<file path="src/goa_div.sv">
`timescale 1ns / 1ps
// goa_div: iterative unsigned restoring divider, one quotient bit per cycle
// standalone; numerator is left-aligned by the caller to the step count

module goa_div #(
  parameter int NW = 40,
  parameter int DW = 24,
  parameter int SW = 6
) (
  input  logic          clk,
  input  logic          rst_n,
  input  logic          start,
  input  logic [NW-1:0] num,
  input  logic [DW-1:0] den,
  input  logic [SW-1:0] steps,
  output logic          done,
  output logic [NW-1:0] quo
);

  logic          busy_r;
  logic          done_r;
  logic [SW-1:0] cnt_r;
  logic [DW-1:0] rem_r;
  logic [NW-1:0] work_r;
  logic [DW-1:0] den_r;
  logic [DW:0]   trial;
  logic          ge;

  assign trial = {rem_r, work_r[NW-1]};
  assign ge    = trial >= {1'b0, den_r};
  assign done  = done_r;
  assign quo   = work_r;

  always_ff @(posedge clk) begin
    if (!rst_n) begin
      busy_r <= 1'b0;
      done_r <= 1'b0;
    end else begin
      done_r <= 1'b0;
      if (start && !busy_r) begin
        busy_r <= 1'b1;
      end else if (busy_r && cnt_r == SW'(1)) begin
        busy_r <= 1'b0;
        done_r <= 1'b1;
      end
    end
  end

  always_ff @(posedge clk) begin
    if (start && !busy_r) begin
      cnt_r  <= steps;
      rem_r  <= '0;
      work_r <= num;
      den_r  <= den;
    end else if (busy_r) begin
      rem_r  <= ge ? DW'(trial - {1'b0, den_r}) : DW'(trial);
      work_r <= {work_r[NW-2:0], ge};
      cnt_r  <= cnt_r - SW'(1);
    end
  end

endmodule

</file>
<file path="config.mk">
export PLATFORM = sky130hd
export DESIGN_NAME = goa_div
export DESIGN_NICKNAME = d
export VERILOG_FILES = /design/src/goa_div.sv
export SDC_FILE = /design/constraint.sdc
export NUM_CORES = 1
export LEC_CHECK = 0
export BUFFER_PORTS_ARGS = -buffer_cell sky130_fd_sc_hd__buf_4
export CORE_ASPECT_RATIO = 1.75
export CORE_UTILIZATION = 45
export CTS_BUF_LIST = sky130_fd_sc_hd__clkbuf_8
export CTS_CLUSTER_DIAMETER = 40
export DETAILED_ROUTE_END_ITERATION = 8
export GPL_TIMING_DRIVEN = 0
export PLACE_DENSITY_LB_ADDON = 0.25
export REMOVE_ABC_BUFFERS = 1
export SYNTH_ARGS = -nofsm -noshare
export SYNTH_HDL_FRONTEND = slang
export SYNTH_SLANG_ARGS = --single-unit
export TNS_END_PERCENT = 20
</file>
<file path="constraint.sdc">
create_clock -name clk -period 6.8 [get_ports clk]
set_clock_uncertainty 0.1 [all_clocks]
set_input_delay 1.02 -clock clk [delete_from_list [all_inputs] [get_ports clk]]
set_output_delay 1.02 -clock clk [all_outputs]
set_load 0.05 [all_outputs]
</file>
==> qor.csv <==
metric;value;unit
fin_tns_setup;0;ns
slowest_stage;o21a_1;
rows;51;
worstSetupEndpoint;rem_r[5];
outcome;finished clean;
hold_viol;0;
cts-resized-gates;0;
async_reset_ff_frac;0;
start_kind;flop;
cts-root-buf;clkbuf_8;
finalNonFillerCells;677;
ys_seq_area_frac;0.512;
antenna_found_initial;0;
synth_edf_count;70;
syn_area_per_cell;12.0;sq um
diodes;0;
postCtsHoldBufs;0;
clk_latency;0.37;ns
mostFrequentLayoutCells;buf_4 (113), edfxtp_1 (70), mux2_2 (47);
drive_gt1_frac;0.361;
grt_pass1_wl;17700;um
r2r_end;rem_r[5];
dp_cells;661;
grt_pass1_vias;4025;
r2r_start;den_r[3];
drv_slew;0;
synth_area;5130;sq um
grt_max_degree;47;
synth_cell_types;51;
dieWidth;82.7;um
cts.clk_slew.worst_paths;0.11;ns
io_pins;114;
crit_chain;inv_1 > ha_1 > a21o_1 > a21oi_1 > a211oi_2 > nor3_1 > or2_1 > o21a_1 > mux2_2 > a22o_1;
power;2340;uW
cts_buffers;9;
ff2ff_path_depth;10;
slowest_delay;1.07;ns
cts_tree;done;
placed_cell_area;6140;sq um
ys_warn_count;0;
grt-ovfl-total;0;
finish.instance_area;6330;sq um
max_freq;0.271;GHz
hp-class;flop to flop;
maxCapViolations;0;
critPathKind;flop to flop;
die_y;143;um
holdWs;0.414;ns
tightest_slew;1.37;ns
rrSetupSlack;3.10;ns
die-area;11800;sq um
power_density;370;nW/um^2
viasPerCell;5.47;
cts_setup_buffers;0;
setup_viol;0;
synth_top_flop_cell;edfxtp_1;
cp-startpoint;den_r[3];
clock-sinks;96;
cts_buffer_depth;2;
layout_min_cycle_time;3.70;ns
vdd_ir_drop_max;0.184;mV
max_slew_margin;0.0897;
final.period_utilization;0.544;
wirelength;11000;um
core_region_area;11100;sq um
initial_core_util;0.462;
num_vias;3703;
drc_errors;0;
first_pass_iters;4;
postRouteAntennaNets;0;
rsz0062_at_grt;no;
fin_nets;640;
gp_congestion;0.876;
ys_ff_latch;96;
hpwl;8170;um
htreeDepth;3;
worst-path-max-fanout;26;
syn2layout_area_growth;23.5;%
routedWlPerCell;16.2;um
final_common_cell;buf_4;
arrival;3.86;ns
required;6.96;ns
portBuffers;113;
synth_cells;428;
leakagePower;0.00275;uW
drt_iter0_drc;137;
grtUsageTotal;0.196;
cp-end-kind;flop;
## area by class of cell
| class | instances | area, sq um |
|---|---|---|
| clock inverter | 7 | 61.3 |
| sequential | 96 | 2620 |
| tap | 132 | 165 |
| inverter | 32 | 120 |
| clock buffer | 9 | 124 |
| multi-input combinational | 284 | 2310 |
| timing repair buffer | 117 | 931 |
| fill | 983 | 4770 |
## flip-flops by register name, summed over array words and instances, names as in the netlist
signal	flops
quo	40
den_r	24
rem_r	24
cnt_r	6
busy_r	1
done	1
## report_power, final
group / switching [uW] / internal (uW) / total [uW]
clock: 222 / 141 / 363
sequential: 91.2 / 763 / 854
combinational: 600 / 524 / 1120
## metal layers
layer / GRT usage / share of wire
met2: 0.349 / 0.53
met1: 0.210 / 0.38
met3: 0.0601 / 0.067
met5: 0 / 0
met4: 0.0762 / 0.017
## synthesized netlist by cell type (all sizes together) (5+ instances only)
master   n  share of area
dfxtp   26           0.10
ha      26          0.063
nor2    16          0.012
edfxtp  70           0.41
xnor2   13          0.022
o21a     5         0.0073
a22o    15          0.026
mux2    54           0.12
xor2    12          0.021
a21o     9          0.013
a32oi    7          0.012
nand2   25          0.018
nand3    5         0.0059
inv     32          0.023
o21ai   21          0.021
clkbuf  12         0.0088
a21oi   27          0.026
## metrics by stage
stage / setup WS, ns / utilization
after floorplan: 1.86 / -
after global placement: 0.420 / 0.545
after detailed placement: 3.12 / 0.553
after CTS: 3.07 / 0.570
after global routing: 2.89 / 0.570
final: 3.10 / 0.570
## kinds of logic after synthesis
family	after synthesis	synth area share
AOI/OAI and AO/OA	102	0.136
DFF	96	0.512
and+or+nand+nor	72	0.0703
muxes	58	0.132
buffers and inverters	48	0.0405
adders and majority gates	27	0.0674
xor gates and xnor gates	25	0.0427
## how the worst min path moves through the flow
stage,startpoint,end,slack [ns],cells past startpoint
after CTS,rem_r[23],rem_r[23],0.41,2
after floorplan,rem_r[23],rem_r[23],0.36,2
after global placement,rem_r[23],rem_r[23],0.38,2
after global routing,rem_r[4],rem_r[4],0.45,1
after detailed placement,rem_r[23],rem_r[23],0.39,2
final,rem_r[23],rem_r[23],0.41,2
## worst max-delay path, delay by kind of cell, from the launching register on
kind | cells | cell delay [ns]
mux | 1 | 0.44
simple gates | 2 | 0.47
fa+ha+maj | 1 | 0.35
compound gates | 5 | 1.85
buf+inv | 1 | 0.04
flops | 1 | 0.33
Power figures use the tool's default switching activity.
